## src/hdl/bpam_pkg.sv

```systemverilog
// shared types and constants of the block peak average meter
`default_nettype none
package bpam_pkg;

  localparam int unsigned LEVEL_W = 16;
  localparam int unsigned COUNT_W = 16;
  localparam int unsigned SUM_W = 32;
  localparam int unsigned TICK_W = 17;
  localparam int unsigned INTERVAL_W = 16;
  localparam int unsigned INPUT_W = 16;

  localparam logic [COUNT_W-1:0] COUNT_MAX = '1;
  localparam logic [TICK_W-1:0] TICK_MAX = '1;
  localparam logic [SUM_W-1:0] SUM_MAX = '1;
  localparam logic [INTERVAL_W-1:0] INTERVAL_RESET = 16'd15000;

  // one quotient bit per step
  localparam int unsigned DIV_STEPS = SUM_W;
  localparam int unsigned STEP_W = $clog2(DIV_STEPS);

  // operation codes
  localparam logic OP_SAMPLE = 1'b0;
  localparam logic OP_TICK = 1'b1;

  // register indexes
  localparam logic REG_INTERVAL = 1'b0;

  typedef struct packed {
    logic take;
    logic div_step;
    logic out_load;
  } cmd_t;

  typedef struct packed {
    logic report_hit;
  } status_t;

endpackage
`default_nettype wire

```

## src/hdl/bpam_divider.sv

```systemverilog
// restoring divider, one quotient bit per cycle while step is high
`default_nettype none
module bpam_divider (
  input  wire logic                         clk,
  input  wire logic                         load,
  input  wire logic                         step,
  input  wire logic [bpam_pkg::SUM_W-1:0]   dividend,
  input  wire logic [bpam_pkg::COUNT_W-1:0] divisor,
  output logic      [bpam_pkg::SUM_W-1:0]   quotient
);

  logic [bpam_pkg::COUNT_W-1:0] rem;
  logic [bpam_pkg::COUNT_W-1:0] dvs;
  logic [bpam_pkg::COUNT_W:0]   rem_sh;
  logic [bpam_pkg::COUNT_W:0]   rem_sub;
  logic                         fits;

  always_comb begin
    rem_sh  = {rem, quotient[bpam_pkg::SUM_W-1]};
    rem_sub = rem_sh - {1'b0, dvs};
    fits    = rem_sh >= {1'b0, dvs};
  end

  always_ff @(posedge clk) begin
    if (load) begin
      quotient <= dividend;
      dvs      <= divisor;
      rem      <= '0;
    end else if (step) begin
      quotient <= {quotient[bpam_pkg::SUM_W-2:0], fits};
      // remainder stays below the divisor, so the low bits suffice
      rem      <= fits ? rem_sub[bpam_pkg::COUNT_W-1:0] : rem_sh[bpam_pkg::COUNT_W-1:0];
    end
  end

endmodule
`default_nettype wire

```

## src/hdl/bpam_datapath.sv

```systemverilog
// peak tracking, accumulation, timer and result registers
`default_nettype none
module bpam_datapath #(
  parameter int unsigned SAMPLE_BITS = 16
) (
  input  wire logic                            clk,
  input  wire logic                            rst,
  input  wire logic                            operation,
  input  wire logic signed [bpam_pkg::INPUT_W-1:0] sample_value,
  input  wire logic                            block_end,
  input  wire logic [bpam_pkg::INTERVAL_W-1:0] interval,
  input  wire bpam_pkg::cmd_t                  cmd,
  output bpam_pkg::status_t                    status,
  output logic [bpam_pkg::LEVEL_W-1:0]         average_level,
  output logic [bpam_pkg::COUNT_W-1:0]         blocks_averaged
);

  logic [SAMPLE_BITS-1:0]         raw;
  logic [SAMPLE_BITS-1:0]         mag_full;
  logic [bpam_pkg::LEVEL_W-1:0]   mag;
  logic [bpam_pkg::LEVEL_W-1:0]   peak_upd;
  logic [bpam_pkg::SUM_W:0]       sum_wide;
  logic [bpam_pkg::SUM_W-1:0]     sum_upd;
  logic [bpam_pkg::COUNT_W-1:0]   count_upd;
  logic [bpam_pkg::TICK_W-1:0]    elapsed_eff;

  logic [bpam_pkg::LEVEL_W-1:0]   block_peak;
  logic [bpam_pkg::SUM_W-1:0]     peak_sum;
  logic [bpam_pkg::COUNT_W-1:0]   block_count;
  logic [bpam_pkg::TICK_W-1:0]    elapsed_ticks;
  logic                           timing_started;
  logic [bpam_pkg::COUNT_W-1:0]   report_count;
  logic [bpam_pkg::SUM_W-1:0]     quotient;
  logic                           div_load;

  always_comb begin
    raw      = SAMPLE_BITS'($unsigned(sample_value));
    // most negative code maps onto itself, read as unsigned
    mag_full = raw[SAMPLE_BITS-1] ? (~raw + 1'b1) : raw;
    mag      = bpam_pkg::LEVEL_W'(mag_full);
    peak_upd = (mag > block_peak) ? mag : block_peak;

    sum_wide = {1'b0, peak_sum} + {{(bpam_pkg::SUM_W + 1 - bpam_pkg::LEVEL_W){1'b0}}, peak_upd};
    if (block_count == bpam_pkg::COUNT_MAX) begin
      sum_upd   = peak_sum;
      count_upd = block_count;
    end else begin
      sum_upd   = sum_wide[bpam_pkg::SUM_W] ? bpam_pkg::SUM_MAX : sum_wide[bpam_pkg::SUM_W-1:0];
      count_upd = block_count + 1'b1;
    end

    elapsed_eff = timing_started ? elapsed_ticks : '0;
    status.report_hit = (operation == bpam_pkg::OP_SAMPLE) && block_end &&
                        (elapsed_eff > {1'b0, interval});
    div_load = cmd.take && status.report_hit;
  end

  always_ff @(posedge clk) begin
    if (rst) begin
      block_peak     <= '0;
      peak_sum       <= '0;
      block_count    <= '0;
      elapsed_ticks  <= '0;
      timing_started <= 1'b0;
    end else if (cmd.take) begin
      if (operation == bpam_pkg::OP_TICK) begin
        if (timing_started && elapsed_ticks != bpam_pkg::TICK_MAX) begin
          elapsed_ticks <= elapsed_ticks + 1'b1;
        end
      end else if (!block_end) begin
        block_peak <= peak_upd;
      end else begin
        block_peak     <= '0;
        timing_started <= 1'b1;
        if (status.report_hit) begin
          peak_sum      <= '0;
          block_count   <= '0;
          elapsed_ticks <= '0;
        end else begin
          peak_sum      <= sum_upd;
          block_count   <= count_upd;
          elapsed_ticks <= elapsed_eff;
        end
      end
    end
  end

  always_ff @(posedge clk) begin
    if (div_load) begin
      report_count <= count_upd;
    end
    if (cmd.out_load) begin
      average_level   <= (quotient[bpam_pkg::SUM_W-1:bpam_pkg::LEVEL_W] != '0) ?
                         '1 : quotient[bpam_pkg::LEVEL_W-1:0];
      blocks_averaged <= report_count;
    end
  end

  bpam_divider u_divider (
    .clk      (clk),
    .load     (div_load),
    .step     (cmd.div_step),
    .dividend (sum_upd),
    .divisor  (count_upd),
    .quotient (quotient)
  );

endmodule
`default_nettype wire

```

## src/hdl/bpam_ctrl.sv

```systemverilog
// sequencer: item intake, division steps and result hand-off
`default_nettype none
module bpam_ctrl (
  input  wire logic              clk,
  input  wire logic              rst,
  input  wire logic              in_valid,
  output logic                   in_stall,
  output logic                   out_valid,
  input  wire logic              out_stall,
  input  wire bpam_pkg::status_t status,
  output bpam_pkg::cmd_t         cmd
);

  typedef enum logic [1:0] {
    IDLE,
    DIVIDE,
    DELIVER
  } state_t;

  state_t                      state;
  logic [bpam_pkg::STEP_W-1:0] step_cnt;

  always_comb begin
    in_stall     = (state != IDLE);
    cmd.take     = (state == IDLE) && in_valid;
    cmd.div_step = (state == DIVIDE);
    cmd.out_load = (state == DELIVER) && (!out_valid || !out_stall);
  end

  always_ff @(posedge clk) begin
    if (rst) begin
      state     <= IDLE;
      step_cnt  <= '0;
      out_valid <= 1'b0;
    end else begin
      if (cmd.out_load) begin
        out_valid <= 1'b1;
      end else if (!out_stall) begin
        out_valid <= 1'b0;
      end
      unique case (state)
        IDLE: begin
          step_cnt <= '0;
          if (cmd.take && status.report_hit) begin
            state <= DIVIDE;
          end
        end
        DIVIDE: begin
          step_cnt <= step_cnt + 1'b1;
          if (step_cnt == bpam_pkg::STEP_W'(bpam_pkg::DIV_STEPS - 1)) begin
            state <= DELIVER;
          end
        end
        DELIVER: begin
          if (cmd.out_load) begin
            state <= IDLE;
          end
        end
        default: state <= IDLE;
      endcase
    end
  end

endmodule
`default_nettype wire

```

## src/hdl/block_peak_average_meter_core.sv

```systemverilog
// top level of the block peak average meter: register port, sequencer and datapath
//
//  channel  direction  handshake            word
//  in       sink       in_valid/in_stall    operation, sample_value, block_end
//  out      source     out_valid/out_stall  average_level, blocks_averaged
//  config   apb slave  psel/penable/pready  report_interval_ticks at 0x0
//
// a tick or a sample that closes no interval leaves in_stall low, so the next word can follow
// a word that closes an interval goes through intake, 32 steps of the
//   restoring divider (one quotient bit per cycle) and the hand-off
// rst is synchronous, clears all accumulators and sets the interval to 15000
// in_stall is high while the divider runs or the result waits for the output
// the output register holds a result while out_stall is high; new words
//   are still taken once the result has been handed to it
`default_nettype none
module block_peak_average_meter_core #(
  parameter int unsigned SAMPLE_BITS = 16
) (
  input  wire logic                                 clk,
  input  wire logic                                 rst,
  // input words
  input  wire logic                                 in_valid,
  output logic                                      in_stall,
  input  wire logic                                 operation,
  input  wire logic signed [bpam_pkg::INPUT_W-1:0]  sample_value,
  input  wire logic                                 block_end,
  // result words
  output logic                                      out_valid,
  input  wire logic                                 out_stall,
  output logic [bpam_pkg::LEVEL_W-1:0]              average_level,
  output logic [bpam_pkg::COUNT_W-1:0]              blocks_averaged,
  // register port
  input  wire logic                                 psel,
  input  wire logic                                 penable,
  input  wire logic                                 pwrite,
  input  wire logic [2:0]                           paddr,
  input  wire logic [31:0]                          pwdata,
  output logic [31:0]                               prdata,
  output logic                                      pready
);

  bpam_pkg::cmd_t                  cmd;
  bpam_pkg::status_t               status;
  logic [bpam_pkg::INTERVAL_W-1:0] report_interval_ticks;
  logic                            reg_hit;

  // word address: bit 2 picks the register, low bits are byte lanes
  always_comb begin
    pready  = 1'b1;
    reg_hit = (paddr[2] == bpam_pkg::REG_INTERVAL);
    prdata  = reg_hit ? {{(32 - bpam_pkg::INTERVAL_W){1'b0}}, report_interval_ticks} : '0;
  end

  always_ff @(posedge clk) begin
    if (rst) begin
      report_interval_ticks <= bpam_pkg::INTERVAL_RESET;
    end else if (psel && penable && pwrite && pready && reg_hit) begin
      report_interval_ticks <= pwdata[bpam_pkg::INTERVAL_W-1:0];
    end
  end

  // sequencer owns the handshakes and the division step count
  bpam_ctrl u_ctrl (
    .clk       (clk),
    .rst       (rst),
    .in_valid  (in_valid),
    .in_stall  (in_stall),
    .out_valid (out_valid),
    .out_stall (out_stall),
    .status    (status),
    .cmd       (cmd)
  );

  // peak, sum, count, timer, divider and result registers
  bpam_datapath #(
    .SAMPLE_BITS (SAMPLE_BITS)
  ) u_datapath (
    .clk             (clk),
    .rst             (rst),
    .operation       (operation),
    .sample_value    (sample_value),
    .block_end       (block_end),
    .interval        (report_interval_ticks),
    .cmd             (cmd),
    .status          (status),
    .average_level   (average_level),
    .blocks_averaged (blocks_averaged)
  );

endmodule
`default_nettype wire

```

## config.mk

```make
export PLATFORM = sky130hd
export DESIGN_NAME = block_peak_average_meter_core
export DESIGN_NICKNAME = d
export VERILOG_FILES = /design/src/hdl/bpam_pkg.sv /design/src/hdl/bpam_divider.sv /design/src/hdl/bpam_datapath.sv /design/src/hdl/bpam_ctrl.sv /design/src/hdl/block_peak_average_meter_core.sv
export SDC_FILE = /design/constraint.sdc
export NUM_CORES = 1
export LEC_CHECK = 0
export ABC_AREA = 1
export BUFFER_PORTS_ARGS = -buffer_cell sky130_fd_sc_hd__buf_4
export CAP_MARGIN = 5
export CORE_ASPECT_RATIO = 1.75
export CORE_MARGIN = 2
export CORE_UTILIZATION = 55
export CTS_CLUSTER_DIAMETER = 50
export DETAILED_ROUTE_END_ITERATION = 8
export PLACE_DENSITY = 0.78
export SYNTH_ARGS = -nofsm -noshare
export SYNTH_HDL_FRONTEND = slang
export SYNTH_SLANG_ARGS = --single-unit
```

## constraint.sdc

```tcl
create_clock -name clk -period 6.51 [get_ports clk]
set_input_delay 1.302 -clock clk [delete_from_list [all_inputs] [get_ports clk]]
set_output_delay 1.302 -clock clk [all_outputs]
set_load 0.005 [all_outputs]
```

==> results summary <==
The run finished with clean final reports. The first global-routing pass estimated 51.8 mm of wire. The peak clock frequency supported by timing is ~0.17 GHz. In this run the post-CTS setup repair buffer count came out at 0.

STA classifies the critical path startpoint as an input port. The number of setup violations in the final report is 0. The clock slew at the register clock pins of the worst setup and hold paths is 0.07 ns. The x dimension of the die is 120 µm.

The worst hold path cell count came out at 2. The share of flip-flops with an asynchronous set or reset came out at 0%. The count of distinct cell types in the synthesized netlist is 47. The all-layer global routing usage is about a quarter.

The period utilization is between 80 and 90%. The initial antenna violation count came out at 0. Buffers placed on the I/O ports in this run total between 90 and 100. The worst setup path is captured at a flip-flop. The die footprint came out at roughly 0.025 mm². Counting along the longest clock path gives a buffer depth of 3. nand2_1 is the most common cell in the netlist.

The flip-flop and latch count after synthesis is around 200. Relative to the synthesized area, the layout overhead comes to 11.5%. The reg-to-reg setup timing slack is between 2 and 2.5 ns.

The leakage power summed over all cells came out at 6.48 nW. The total power is ~0.0033 W. Of the total power, registers draw between 40% and 50%.

The highest-delay cell along the critical path is nor4_1. From bottom edge to top edge, the die measures slightly above 200 µm. The remaining number of nets flagged by the antenna check after routing came out at 0.

Entering global routing, the biggest net connects between 70 and 80 pins. The H-tree depth is 1. The worst hold path begins at u_datapath.block_peak[11]$_SDFFE_PP0P_.

The region available for standard cell placement spans 0.0232 mm². On the final layout, the worst clock skew is 0.0258 ns. For the worst setup path, the data required time is approximately 6.8 ns. The post-detailed-route DRC marker count came out at 0. After the last flow step, the layout net total stands at 2042.

The number of enable flip-flop cells after synthesis is 80. In the routed layout, each cell is associated on average with a via count of roughly 5.3. For this run, the slowest stage of the critical path takes 0.53 ns.

The post-route cell area came out at 0.0145 mm². After detailed routing, the average wire length per cell comes to 14.0 µm. The clock network latency to the later pin of the worst-skew pair is between 0.5 and 0.6 ns. The number of cells upsized or downsized after cts came out at 0. The largest total area in the synthesized netlist belongs to dfxtp_1.

Cell internal power was estimated by the tool at about 0.0023 W. For the pin with the worst max-slew slack, the measured transition is 1.11 ns. Yosys attributes the largest share of cell area to dfxtp_1 (19%), edfxtp_1 (19%), nand2_1 (15%). The number of warnings issued by yosys is 0. Data arrives at the worst endpoint at 6.02 ns. By count the netlist is led by nand2_1 (524), inv_1 (232), a21oi_1 (152). The CTS tree is yes. After legalization and detailed placement, the total HPWL measured roughly 23 mm. The DRC marker count from the first detailed-route iteration is approximately 730. The average footprint of a synthesized cell is 7.03 µm². Setup repair after global routing left no endpoint under its margin. The worst hold path belongs to the class reg2reg.

The most used flip-flop cell after synthesis is dfxtp_1. The number of global-route vias before repair is 11300. The terminus of the critical flop-to-flop path is u_datapath.u_divider.quotient[30]$_DFFE_PP_. The aggregate routed wire length came out at roughly 31 mm.

The cell depth of the worst flop-to-flop path is 23. The number of clock buffers added by TritonCTS is 21. Power spread over the standard cell area amounts to roughly 230 mW/mm².

The number of max-slew violations in the final report was 0. The setup path with the least slack is of type in2reg. The share of post-route cells with drive strength above 1 came out at between 9 and 10%. The max-slew headroom at the worst pin is between 20% and 30%. The TritonCTS sink count is 202. The number of detailed-route iterations in the first pass is 5. between 100 and 150 I/O pins were placed. The number of max-capacitance violations reported came out at 0. The highest fanout seen on the critical path came out at 5.

The switching portion of total power is about 30%. The peak ir drop on the vdd network is 0.227 mV. At the end of routability-driven placement, the weighted congestion stood at between 0.9 and 1. The total congestion overflow after global routing came out at 0.

The worst hold path endpoint is u_datapath.block_peak[11]$_SDFFE_PP0P_. The logic gate share of total power is 21.6%. The post-cts hold buffer count came out at 0. The root buffer cell chosen for the clock tree is clkbuf_16. The worst setup slack after placement is 0.288 ns. The area fraction of the dominant cell type after synthesis is between 10% and 20%.

The number of hold violations in the final report is 0. The sum of negative setup slack came out at 0 ns. The number of antenna cells inserted came out at 0. Across all setup checks in the final design, the least slack found is 0.728 ns.

The startpoint identified for the worst register-to-register timing path is u_datapath.block_peak[15]$_SDFFE_PP0P_. Synthesis produced a netlist whose cell count is approximately 1800. Summing the sequential cell areas from Yosys gives roughly 37% of the chip area. The clock network fraction of design power came out at around 36%.

The switching power of the nets came out at between 0.001 and 0.0015 W. The effective utilization at floorplan is 55.8%. The minimum clock period came out at slightly below 6 ns. Counting stages on the worst path, the most repeated cell is nand2_1. The placed standard-cell area is roughly 0.014 mm². The total via count in the routed design came out at ~12000. Cells fill 62.2% of the core in the end.

The row count is 74. The synthesized netlist occupies a cell area of ~0.013 mm².
## logic make-up (layout without fill, tap and decap cells)
logic type	Yosys count	in the layout	share of synthesized area, %
flops	202	202	37.4
xor+xnor	39	39	2.63
simple gates	929	929	31.1
other cells	2	17	0.0579
fa+ha+maj	72	72	7.06
compound gates	281	281	11.3
buf+inv	320	385	10.4
## layout make-up
type                       instances  area, µm²
timing repair buffer             108        811
sequential                       202       4840
fill                            2125       8780
clock inverter                    12        138
inverter                         239        897
clock buffer                      26        554
tap                              304        380
multi-input combinational       1338       6840
## sequential cells by signal (all words and copies together) (netlist names)
name and flops:
report_interval_ticks 16, u_ctrl.out_valid 1, u_ctrl.state 2, u_ctrl.step_cnt 5, u_datapath.average_level 16, u_datapath.block_count 16
u_datapath.block_peak 16, u_datapath.blocks_averaged 16, u_datapath.elapsed_ticks 17, u_datapath.peak_sum 32, u_datapath.timing_started 1, u_datapath.u_divider.dvs 16
u_datapath.u_divider.quotient 32, u_datapath.u_divider.rem 16
## per-layer routing
metal  wire length [µm]  up-vias  global-route usage (%)
met1              12300     5418                    27.5
li1                   -     6097                       -
met4               1390        0                    12.3
met2              16200      314                    46.9
met3               1400       89                    3.00
met5                  0        -                       0
## through the flow
stage               hold WS, ns  cells
floorplan                 0.426   1860
detailed placement        0.449   2191
global route              0.478   2229
global placement          0.440   2191
CTS                       0.464   2229
finish                    0.466   2229
## worst max-delay path, delay by kind of cell
family                     cells  cell delay [ns]
and+or+nand+nor               21             2.98
buffers and inverters          6             0.56
adders and majority gates      4             1.06
AOI/OAI and AO/OA              1             0.11
## power by group through the flow
| stage | registers [W] | logic [W] | clock network [W] |
|---|---|---|---|
| after global routing | 0.00141 | 0.000824 | 0.00128 |
| final | 0.00141 | 0.000724 | 0.00122 |
| after CTS | 0.00141 | 0.000720 | 0.00123 |
| after global placement | 0.00143 | 0.000700 | 0 |
| after detailed placement | 0.00143 | 0.000717 | 0 |
| after floorplan | 0.00142 | 0.000561 | 0 |
## cells in the final DEF (no fill, tap or decap), types with 7 or more instances in the layout
cell | synthesis | final
dfxtp_1 | 122 | 122
ha_1 | 70 | 70
inv_2 | 7 | 7
o21ai_1 | 7 | 7
o211ai_1 | 10 | 10
and2_1 | 17 | 17
xor2_1 | 26 | 26
nand2_1 | 524 | 524
nand3_1 | 147 | 147
conb_1 | 2 | 17
nor2_1 | 146 | 145
xnor2_1 | 13 | 13
a31oi_1 | 10 | 10
buf_4 | 27 | 108
inv_1 | 232 | 232
nand3b_1 | 25 | 25
a21oi_1 | 152 | 152
nand4_1 | 16 | 16
or2_2 | 8 | 8
clkbuf_16 | 0 | 21
o21ai_0 | 92 | 92
edfxtp_1 | 80 | 80
nor3_1 | 19 | 19
## worst max-delay path by stage
| stage | start | endpoint | cells after the start |
|---|---|---|---|
| 3_5_place_dp | sample_value[0] | u_datapath.u_divider.quotient[30]$_DFFE_PP_ | 32 |
| 6_report | sample_value[0] | u_datapath.u_divider.quotient[30]$_DFFE_PP_ | 32 |
| 2_1_floorplan | sample_value[0] | u_datapath.u_divider.quotient[7]$_DFFE_PP_ | 32 |
| 4_1_cts | sample_value[0] | u_datapath.u_divider.quotient[30]$_DFFE_PP_ | 32 |
| 5_1_grt | sample_value[0] | u_datapath.u_divider.quotient[22]$_DFFE_PP_ | 32 |
| 3_3_place_gp | sample_value[0] | u_datapath.u_divider.quotient[22]$_DFFE_PP_ | 32 |
Note: power is estimated with default switching activity, not from simulation.
